--- src/mlr_pkg.sv ---
// Shared types, constants and codes for the MIDI loop recorder.
// No dependencies; imported by every module of the block except the RAM.
package mlr_pkg;

    localparam int STORE_DEPTH   = 1024;
    localparam int MAX_PER_TICK  = 63;

    localparam int TIME_W   = 32;

    // bar length is three times a power of two
    localparam int BAR_SHIFT     = 8;
    localparam int TICKS_PER_BAR = 3 << BAR_SHIFT;
    localparam int BAR_DIGITS    = (TIME_W - BAR_SHIFT) / 2;
    localparam int SUM_W         = $clog2(3 * BAR_DIGITS + 1);

    localparam int ADDR_W   = $clog2(STORE_DEPTH);
    localparam int COUNT_W  = $clog2(STORE_DEPTH + 1);
    localparam int REM_W    = BAR_SHIFT + 2;
    localparam int BURST_W  = $clog2(MAX_PER_TICK + 1);

    localparam int BAR_3Q   = TICKS_PER_BAR * 3 / 4;
    localparam int BAR_1Q   = TICKS_PER_BAR / 4;

    localparam logic [15:0] NOTE_MASK = 16'hFF80;

    // input kinds
    localparam logic [1:0] KIND_MIDI   = 2'd0;
    localparam logic [1:0] KIND_BUTTON = 2'd1;
    localparam logic [1:0] KIND_TICK   = 2'd2;

    // result kinds
    localparam logic [1:0] RK_MIDI    = 2'd0;
    localparam logic [1:0] RK_ALL_OFF = 2'd1;
    localparam logic [1:0] RK_STATUS  = 2'd2;

    typedef enum logic [1:0] {
        MODE_OFF  = 2'd0,
        MODE_ARM  = 2'd1,
        MODE_REC  = 2'd2,
        MODE_PLAY = 2'd3
    } t_mode;

    typedef enum logic [2:0] {
        S_IDLE,
        S_REM,
        S_TK_RD,
        S_TK_CHK,
        S_RESP
    } t_state;

    typedef enum logic {
        OP_ARM,
        OP_PLAY
    } t_rem_op;

    typedef struct packed {
        logic [TIME_W-1:0] tstamp;
        logic [3:0]        chan;
        logic [6:0]        note;
        logic [7:0]        val;
    } t_entry;

endpackage

--- src/mlr_bar_rem.sv ---
// Remainder of a timestamp modulo the bar length in two pipelined stages.
// Low bits pass through; the high part is reduced mod 3 by base-4 digit sums. Depends on mlr_pkg.
module mlr_bar_rem import mlr_pkg::*; (
    input  logic              i_clk,
    input  logic              i_rst_n,
    input  logic              i_start,
    input  logic [TIME_W-1:0] i_value,
    output logic              o_done,
    output logic [REM_W-1:0]  o_rem
);

    logic                 r_busy;
    logic                 r_done;
    logic [SUM_W-1:0]     r_sum, n_sum;
    logic [BAR_SHIFT-1:0] r_low;
    logic [REM_W-1:0]     r_rem, n_rem;
    logic [3:0]           fold;

    // 4 = 1 mod 3, so the base-4 digit sum keeps the residue
    always_comb begin
        n_sum = '0;
        for (int k = 0; k < BAR_DIGITS; k++) begin
            n_sum = n_sum + SUM_W'(i_value[BAR_SHIFT + 2*k +: 2]);
        end
    end

    always_comb begin
        fold = '0;
        for (int k = 0; k < SUM_W / 2; k++) begin
            fold = fold + 4'(r_sum[2*k +: 2]);
        end
        if (fold >= 4'd6) begin
            fold = fold - 4'd6;
        end
        if (fold >= 4'd3) begin
            fold = fold - 4'd3;
        end
        n_rem = {fold[1:0], r_low};
    end

    always_ff @(posedge i_clk) begin
        if (!i_rst_n) begin
            r_busy <= 1'b0;
            r_done <= 1'b0;
        end else begin
            r_busy <= i_start;
            r_done <= r_busy;
        end
    end

    always_ff @(posedge i_clk) begin
        if (i_start) begin
            r_sum <= n_sum;
            r_low <= i_value[BAR_SHIFT-1:0];
        end
        if (r_busy) begin
            r_rem <= n_rem;
        end
    end

    assign o_done = r_done;
    assign o_rem  = r_rem;

endmodule

--- config.mk ---
export PLATFORM = sky130hd
export DESIGN_NAME = mlr_bar_rem
export DESIGN_NICKNAME = d
export VERILOG_FILES = /design/src/mlr_pkg.sv /design/src/mlr_bar_rem.sv
export SDC_FILE = /design/constraint.sdc
export NUM_CORES = 1
export LEC_CHECK = 0
export ABC_CLOCK_PERIOD_IN_PS = 6000
export BUFFER_PORTS_ARGS = -buffer_cell sky130_fd_sc_hd__buf_2
export CAP_MARGIN = 15
export CELL_PAD_IN_SITES_DETAIL_PLACEMENT = 1
export CELL_PAD_IN_SITES_GLOBAL_PLACEMENT = 2
export CORE_UTILIZATION = 34
export DETAILED_ROUTE_END_ITERATION = 10
export PLACE_DENSITY = 0.84
export SLEW_MARGIN = 40
export SYNTH_ARGS = -nofsm -noshare
export SYNTH_HDL_FRONTEND = slang
export SYNTH_SLANG_ARGS = --single-unit
export TNS_END_PERCENT = 50
--- constraint.sdc ---
create_clock -name i_clk -period 6 [get_ports i_clk]
set_clock_uncertainty 0.2 [all_clocks]
set_input_delay 0.9 -clock i_clk [delete_from_list [all_inputs] [get_ports i_clk]]
set_output_delay 0.9 -clock i_clk [all_outputs]
set_load 0.005 [all_outputs]
==> results of run 1 <==
-- metrics by stage --
| step | setup WS [ps] | power [W] | util (%) | std cells |
|---|---|---|---|---|
| finish | 1238 | 0.001035 | 43.82 | 201 |
| detailed placement | 909.2 | 0.0009090 | 42.18 | 197 |
| global route | 1088 | 0.001136 | 43.82 | 201 |
| CTS | 1205 | 0.001058 | 43.82 | 201 |
| global placement | 1003 | 0.0008500 | 42.18 | 197 |
| floorplan | 1140 | 0.0007626 | - | 100 |
-- routing by layer --
| layer | part of all wire (%) | vias up |
|---|---|---|
| met4 | 1.1 | 0 |
| met5 | 0 | - |
| met2 | 58 | 38 |
| li1 | - | 420 |
| met3 | 5.9 | 4 |
| met1 | 35 | 432 |
-- cell usage in the layout (no fill, tap or decap), drive strengths merged, types with 2 or more instances in the layout --
| master | count |
|---|---|
| edfxtp | 24 |
| buf | 45 |
| and2 | 2 |
| xor2 | 2 |
| nor2 | 2 |
| a21o | 3 |
| fa | 21 |
| dfxtp | 2 |
| ha | 12 |
| clkbuf | 3 |
| inv | 23 |
-- worst paths after layout --
| check | end | slack (ps) | cells past startpoint |
|---|---|---|---|
| setup / recovery | r_sum[5] | 1240 | 12 |
| hold / removal | o_rem[5] | 230 | 0 |
| setup reg to reg | o_rem[9] | 3050 | 9 |
| hold reg to reg | o_rem[5] | 230 | 0 |
-- flip-flops by register name (all words and copies together) (netlist names) --
register and count:
o_rem 10, r_low 8, r_sum 6, o_done 1, r_busy 1
-- power by group --
group          total [W]  switching (W)  internal (W)
clock network   0.000144      0.0000545     0.0000893
registers       0.000304      0.0000193      0.000284
logic           0.000588       0.000298      0.000290
total            0.00104       0.000372      0.000663
-- worst reg2reg max path: stages, from the launching register on --
cell	delay [ps]
edfxtp_1	440
fa_1	500
ha_1	210
ha_1	330
nor2_1	70
mux2_2	270
ha_1	300
o21a_1	110
a31oi_1	160
o21ai_0	100
-- cell type report --
type                    instances  area [sq um]  share of cell area [%]
clock buffers                   3         41.29                   2.164
clock inverters                 1         30.03                   1.574
inverters                      23         86.33                   4.525
multi-input cells              51         699.4                   36.66
flip-flops and latches         26         760.7                   39.87
well taps                      52         65.06                   3.410
repair buffers                 45         225.2                   11.80
-- logic make-up (layout without fill, tap and decap cells) --
kind of cell / count (synthesis) / count (layout) / share of synthesized area (%)
AOI/OAI and AO/OA: 8 / 8 / 3.722
xor gates and xnor gates: 3 / 3 / 1.699
adders and majority gates: 33 / 33 / 36.89
buffers and inverters: 23 / 72 / 5.582
DFF: 26 / 26 / 49.19
muxes: 2 / 2 / 1.375
and+or+nand+nor: 5 / 5 / 1.537
==> impl_metrics.toml, run 1 <==
[job]
cap_violations = 0

[placed_design]
dpl_cell_area_sq_mm = 0.001837
place_congestion = 0.6638
io_buffers = 45
dp_hpwl_microns = 2397

[setup_path]
crit_path_cell_trace = "buf_2 > inv_1 > fa_1 > inv_1 > fa_1 > fa_1 > fa_1 > fa_1 > ha_1 > fa_1 > a21o_1 > a21o_1"
start_kind = "primary input"
crit_path_start = "i_value[15]"
worstPathRequired_ps = 5830
crit_type = "primary input to flip-flop"
crit_path_frequent_cell = "fa_1"
slowest_delay_ps = 570
critPathSlowestCell = "fa_1"
cp.buffers_inverters = 3
cp.arrival_ps = 4590
end_kind = "flip-flop"
cp_top_family = "adder cells"
r2r_start = "r_sum[1]"
path_max_fanout = 2

[sta]
tns_ps = 0
slew_viol_final = 0
hold-worst-slack_ps = 231.4
finalHoldViolations = 0
layout_min_cycle_time_ps = 4762
setup_viol = 0
fmax_mhz = 210.0
period_share_pct = 79.37
rsz0062_at_grt = "false"
slew_headroom_pct = 67.46
tightest_slew_ps = 487.4

[clock_network]
htreeDepth = 1
clk_pin_slew_ps = 90
clkLatencyLatePin_ps = 270
post_cts.repair.setup_buffers = 0
cts_tree = "done"
cts_made_buffers = 3
ctsResizeCount = 0
clock_sinks = 26
cts_buffer_depth = 2
hold_buffers = 0
root_buffer = "clkbuf_8"

[yosys]
yosysUniqueCellTypes = 18
syn_area_sq_mm = 0.001546
syn_area_per_cell_sq_um = 15.46
synth_top_area_share_pct = 46.60
synth_area_leaders = "edfxtp_1 47%, fa_1 27%, ha_1 9.7%"
ys_warn_count = 0
synthTopCellsByCount = "24 x edfxtp_1, 23 x inv_1, 21 x fa_1"
syn-num-nets = 168
synth_edf_count = 24
yosysMostFrequentCell = "edfxtp_1"
yosysTopAreaCell = "edfxtp_1"
synth_flop_cell = "edfxtp_1"
netlist_instances = 100
synthArstFlopShare_pct = 0
ys_ff_latch = 26
synth-seq-area-share_pct = 49.19

[grt]
grtUsageTotal_pct = 12.59
grt_overflow = 0
antenna_found_initial = 0
use_met2_pct = 25.67
grt_max_degree = 16
grt_use_met3_pct = 2.326
met1_usage_pct = 12.40
grt_pass1_wl_microns = 4616
busiest_layer = "met2"
grt_pass1_vias = 1022

[route]
postRouteAntennaNets = 0
first_pass_iters = 2
vias_per_cell = 4.448
post_drt_wl_per_cell_microns = 13.56
totalWireLength_microns = 2726
vias = 894
drc = 0
drt_iter0_markers = 30

[layout]
drive_above_1_share_pct = 34.23
syn_to_final_growth_pct = 23.38
fill_cells = 466
insertedDiodeCount = 0
nets = 218
fin_area_sq_mm = 0.001908

[floorplanning]
fp.coreArea_sq_mm = 0.004354
dieArea_sq_mm = 0.004822
die_h_microns = 69.44
num_io_pins = 46
fp-row-count = 24
initial_core_util_pct = 35.52
die_x_microns = 69.44

[status]
status = "finished clean"

[power_and_ir_drop]
leakage_nw = 0.9057
powerDensity_mw_per_mm2 = 542.5
peakVddDrop_mv = 0.1554

[worst_hold_path]
hold_path_class = "flip-flop to flip-flop"
hp-start = "r_low[5]"
(Power assumes the default switching activity.)
==> inputs of run 2 (changes only) <==
--- a/config.mk
+++ b/config.mk
@@ -5,7 +5,7 @@
 export SDC_FILE = /design/constraint.sdc
 export NUM_CORES = 1
 export LEC_CHECK = 0
-export ABC_CLOCK_PERIOD_IN_PS = 6000
+export ABC_CLOCK_PERIOD_IN_PS = 4800
 export BUFFER_PORTS_ARGS = -buffer_cell sky130_fd_sc_hd__buf_2
 export CAP_MARGIN = 15
 export CELL_PAD_IN_SITES_DETAIL_PLACEMENT = 1
==> constraint.sdc (replaced) <==
create_clock -name i_clk -period 4.8 [get_ports i_clk]
set_clock_uncertainty 0.2 [all_clocks]
set_input_delay 0.72 -clock i_clk [delete_from_list [all_inputs] [get_ports i_clk]]
set_output_delay 0.72 -clock i_clk [all_outputs]
set_load 0.005 [all_outputs]
==> run 2 against run 1 <==
  * Sequential share of layout area fell by 0.16 points
  * Via count up 3.4%
  * Setup slack lost 1000 ps
  * Register-to-register slack got worse by 1200 ps
  * Highest routed layer unchanged
==> impl_metrics.toml, run 2 (synthesized netlist as in run 1, its figures left out) <==
[status]
status = "finished clean"

[clock_network]
post_cts.repair.setup_buffers = 0
cts_buffer_depth = 2
clk_pin_slew_ps = 90
hold_buffers = 0
cts_tree = "done"
clkLatencyLatePin_ps = 270
clock_sinks = 26
root_buffer = "clkbuf_8"
cts_made_buffers = 3
htreeDepth = 1
ctsResizeCount = 0

[floorplanning]
dieArea_sq_mm = 0.004822
num_io_pins = 46
die_h_microns = 69.44
initial_core_util_pct = 35.52
fp-row-count = 24
die_x_microns = 69.44
fp.coreArea_sq_mm = 0.004354

[route]
vias_per_cell = 4.574
totalWireLength_microns = 2737
drc = 0
drt_iter0_markers = 34
post_drt_wl_per_cell_microns = 13.55
postRouteAntennaNets = 0
vias = 924
first_pass_iters = 2

[placed_design]
dp_hpwl_microns = 2427
place_congestion = 0.6739
io_buffers = 45
dpl_cell_area_sq_mm = 0.001844

[power_and_ir_drop]
p_sw_share_pct = 36.39
leakage_nw = 0.9108
pwr-share-comb_pct = 58.0
power_frac_clock_pct = 13.5
seq_power_share_pct = 28.5
switchingPower_w = 0.0004817
p_total_w = 0.001324
peakVddDrop_mv = 0.2341
powerDensity_mw_per_mm2 = 690.9
internal-power_w = 0.0008419

[grt]
grt_overflow = 0
grt_pass1_vias = 1060
grtUsageTotal_pct = 12.55
antenna_found_initial = 0
grt_max_degree = 16
grt_pass1_wl_microns = 4698

[layout]
post-route-util_pct = 43.99
largest_register_ffs = 10
syn_to_final_growth_pct = 23.87
insertedDiodeCount = 0
drive_above_1_share_pct = 34.67
final_cell_mix = "45 x buf_2, 24 x edfxtp_1, 23 x inv_1"
nets = 219
fin_area_sq_mm = 0.001916
layout_commonest_cell = "buf_2"

[sta]
tns_ps = 0
period_share_pct = 95.15
fmax_mhz = 219.0
slew_viol_final = 0
layout_min_cycle_time_ps = 4567
slew_headroom_pct = 67.15
rsz0062_at_grt = "false"
tightest_slew_ps = 492.1
finalHoldViolations = 0
setup_viol = 0

[job]
cap_violations = 0

[setup_path]
crit_type = "primary input to flip-flop"
path_max_fanout = 2
worstPathRequired_ps = 4630
cp.arrival_ps = 4400
start_kind = "primary input"
end_kind = "flip-flop"

[worst_hold_path]
hold_path_class = "flip-flop to flip-flop"
-- run 2: path summary, 6_finish.rpt --
kind	from	to	slack, ps	depth (start not counted)
max	i_value[15]	r_sum[5]	230	12
min reg2reg	r_low[4]	o_rem[4]	230	0
max reg2reg	r_sum[1]	o_rem[9]	1850	9
min	r_low[4]	o_rem[4]	230	0
-- run 2: power groups by stage --
stage	clock [W]	combinational, W	sequential, W
floorplan	0	0.000574	0.000379
global placement	0	0.000700	0.000380
detailed placement	0	0.000779	0.000384
CTS	0.000182	0.000783	0.000379
global route	0.000193	0.000868	0.000384
finish	0.000179	0.000768	0.000377
-- run 2: layer usage --
layer | GRT usage, % | routed length, microns
met4 | 4.989 | 46
met3 | 2.326 | 168
met2 | 24.92 | 1548
met1 | 12.60 | 973
met5 | 0 | 0
-- run 2: cell type report --
type / count / area, sq um
Multi-Input combinational cell: 51 / 699.4
Fill cell: 484 / 2439
Inverter: 23 / 86.33
Tap cell: 52 / 65.06
Timing Repair Buffer: 46 / 232.7
Clock inverter: 1 / 30.03
Clock buffer: 3 / 41.29
Sequential cell: 26 / 760.7
-- run 2: worst max-delay path: stages --
cell	delay (ps)
buf_2	70
inv_1	50
fa_1	540
inv_1	50
fa_1	460
fa_1	510
fa_1	570
fa_1	420
ha_1	230
fa_1	400
a21o_1	200
a21o_1	170
-- run 2: stage by stage --
stage	hold slack, ps	worst slack, ps	cells
2_1_floorplan	200.3	119.7	100
3_3_place_gp	201.8	2.753	198
3_5_place_dp	210.2	-91.21	198
4_1_cts	231.8	199.6	202
5_1_grt	236.4	110.8	202
6_report	228.7	233.0	202
==> inputs of run 3 (changes only) <==
--- a/config.mk
+++ b/config.mk
@@ -6,7 +6,7 @@
 export NUM_CORES = 1
 export LEC_CHECK = 0
 export ABC_CLOCK_PERIOD_IN_PS = 4800
-export BUFFER_PORTS_ARGS = -buffer_cell sky130_fd_sc_hd__buf_2
+export BUFFER_PORTS_ARGS = -buffer_cell sky130_fd_sc_hd__buf_4
 export CAP_MARGIN = 15
 export CELL_PAD_IN_SITES_DETAIL_PLACEMENT = 1
 export CELL_PAD_IN_SITES_GLOBAL_PLACEMENT = 2
==> run 3 against run 2 <==
  * Total power rose by 0.91%
  * Clock-buffer cell count is the same
  * First-iteration DRC count is the same
  * Sequential share of layout area decreased by 2.2 points
  * Register-to-register slack about the same
  * Combinational power rose by 0.7%
  * Utilization is 2.6 points higher
  * Die area is the same
  * Final cell count unchanged
  * Sequential power hardly changed
==> impl_metrics.toml, run 3 (synthesized netlist as in run 1, its figures left out) <==
[status]
status = "finished clean"

[route]
vias_per_cell = 4.550
totalWireLength_microns = 2838
top_layer = "met4"
drc = 0
post_drt_wl_per_cell_microns = 14.05
first_pass_iters = 2
postRouteAntennaNets = 0
wl_met2_microns = 1608
wl_met1_microns = 1005
wl_met3_microns = 162
vias = 919
drt_iter0_markers = 34

[grt]
grtUsageTotal_pct = 12.92
grt_pass1_vias = 1061
grt_pass1_wl_microns = 4650
grt_max_degree = 16
antenna_found_initial = 0
grt_overflow = 0

[layout]
final_cell_mix = "46 x buf_4, 24 x edfxtp_1, 23 x inv_1"
syn_to_final_growth_pct = 31.15
layout_commonest_cell = "buf_4"
insertedDiodeCount = 0
post-route-util_pct = 46.58
largest_register_ffs = 10
fin_area_sq_mm = 0.002028
drive_above_1_share_pct = 34.67
nets = 219

[sta]
fmax_mhz = 218.4
rsz0062_at_grt = "false"
slew_viol_final = 0
setup_viol = 0
period_share_pct = 95.39
hold-worst-slack_ps = 231.4
slew_headroom_pct = 65.70
tightest_slew_ps = 513.8
layout_min_cycle_time_ps = 4579
finalHoldViolations = 0
tns_ps = 0

[clock_network]
ctsResizeCount = 0
cts_tree = "done"
cts_made_buffers = 3
clkLatencyLatePin_ps = 280
root_buffer = "clkbuf_8"
clock_sinks = 26
hold_buffers = 0
htreeDepth = 1
clk_pin_slew_ps = 90
post_cts.repair.setup_buffers = 0
cts_buffer_depth = 2

[worst_hold_path]
hold_path_class = "flip-flop to flip-flop"

[power_and_ir_drop]
leakage_nw = 0.9493
p_total_w = 0.001336
switchingPower_w = 0.0004784
pwr-share-comb_pct = 57.9
internal-power_w = 0.0008572
seq_power_share_pct = 28.4
p_sw_share_pct = 35.82
powerDensity_mw_per_mm2 = 658.5
peakVddDrop_mv = 0.2304
power_frac_clock_pct = 13.7

[setup_path]
worstPathRequired_ps = 4640
crit_type = "primary input to flip-flop"
path_max_fanout = 2
r2r_slack_ps = 1860
end_kind = "flip-flop"
cp.arrival_ps = 4420
start_kind = "primary input"

[floorplanning]
fp.coreArea_sq_mm = 0.004354
die_x_microns = 69.44
fp-row-count = 24
die_h_microns = 69.44
dieArea_sq_mm = 0.004822
num_io_pins = 46
initial_core_util_pct = 35.52

[placed_design]
io_buffers = 45
dpl_cell_area_sq_mm = 0.001957
dp_hpwl_microns = 2447
place_congestion = 0.6764

[job]
cap_violations = 0
## run 3: final cells by class
class,instances,area (sq um)
Multi-Input combinational cell,51,699.4
Sequential cell,26,760.7
Timing Repair Buffer,46,345.3
Fill cell,451,2326
Inverter,23,86.33
Tap cell,52,65.06
Clock inverter,1,30.03
Clock buffer,3,41.29
## run 3: power by group through the flow
stage	registers [W]	logic [W]	clock network, W
CTS	0.000381	0.000789	0.000187
detailed placement	0.000386	0.000779	0
global placement	0.000381	0.000719	0
finish	0.000380	0.000773	0.000183
floorplan	0.000379	0.000574	0
global route	0.000386	0.000882	0.000193
## run 3: worst paths after layout
check,cells after the start,endpoint,from
max reg2reg,9,o_rem[9],r_sum[1]
min,0,o_rem[6],r_low[6]
min reg2reg,0,o_rem[6],r_low[6]
max,12,r_sum[5],i_value[15]
## run 3: through the flow
stage          instances  setup WS (ps)
3_3_place_gp         198          1.128
6_report             202          221.1
4_1_cts              202          196.5
3_5_place_dp         198         -104.9
2_1_floorplan        100          119.7
5_1_grt              202          89.11
## run 3: worst max-delay path: stages
cell and delay [ps]:
buf_4 80, inv_1 40, fa_1 530, inv_1 50, fa_1 480, fa_1 520, fa_1 590, fa_1 440
ha_1 240, fa_1 390, a21o_1 190, a21o_1 170
## run 3: metal layers
metal | vias up | global-route usage, %
met2 | 38 | 25.35
met1 | 454 | 12.27
met3 | 5 | 2.762
met5 | - | 0
met4 | 0 | 6.803
li1 | 422 | -
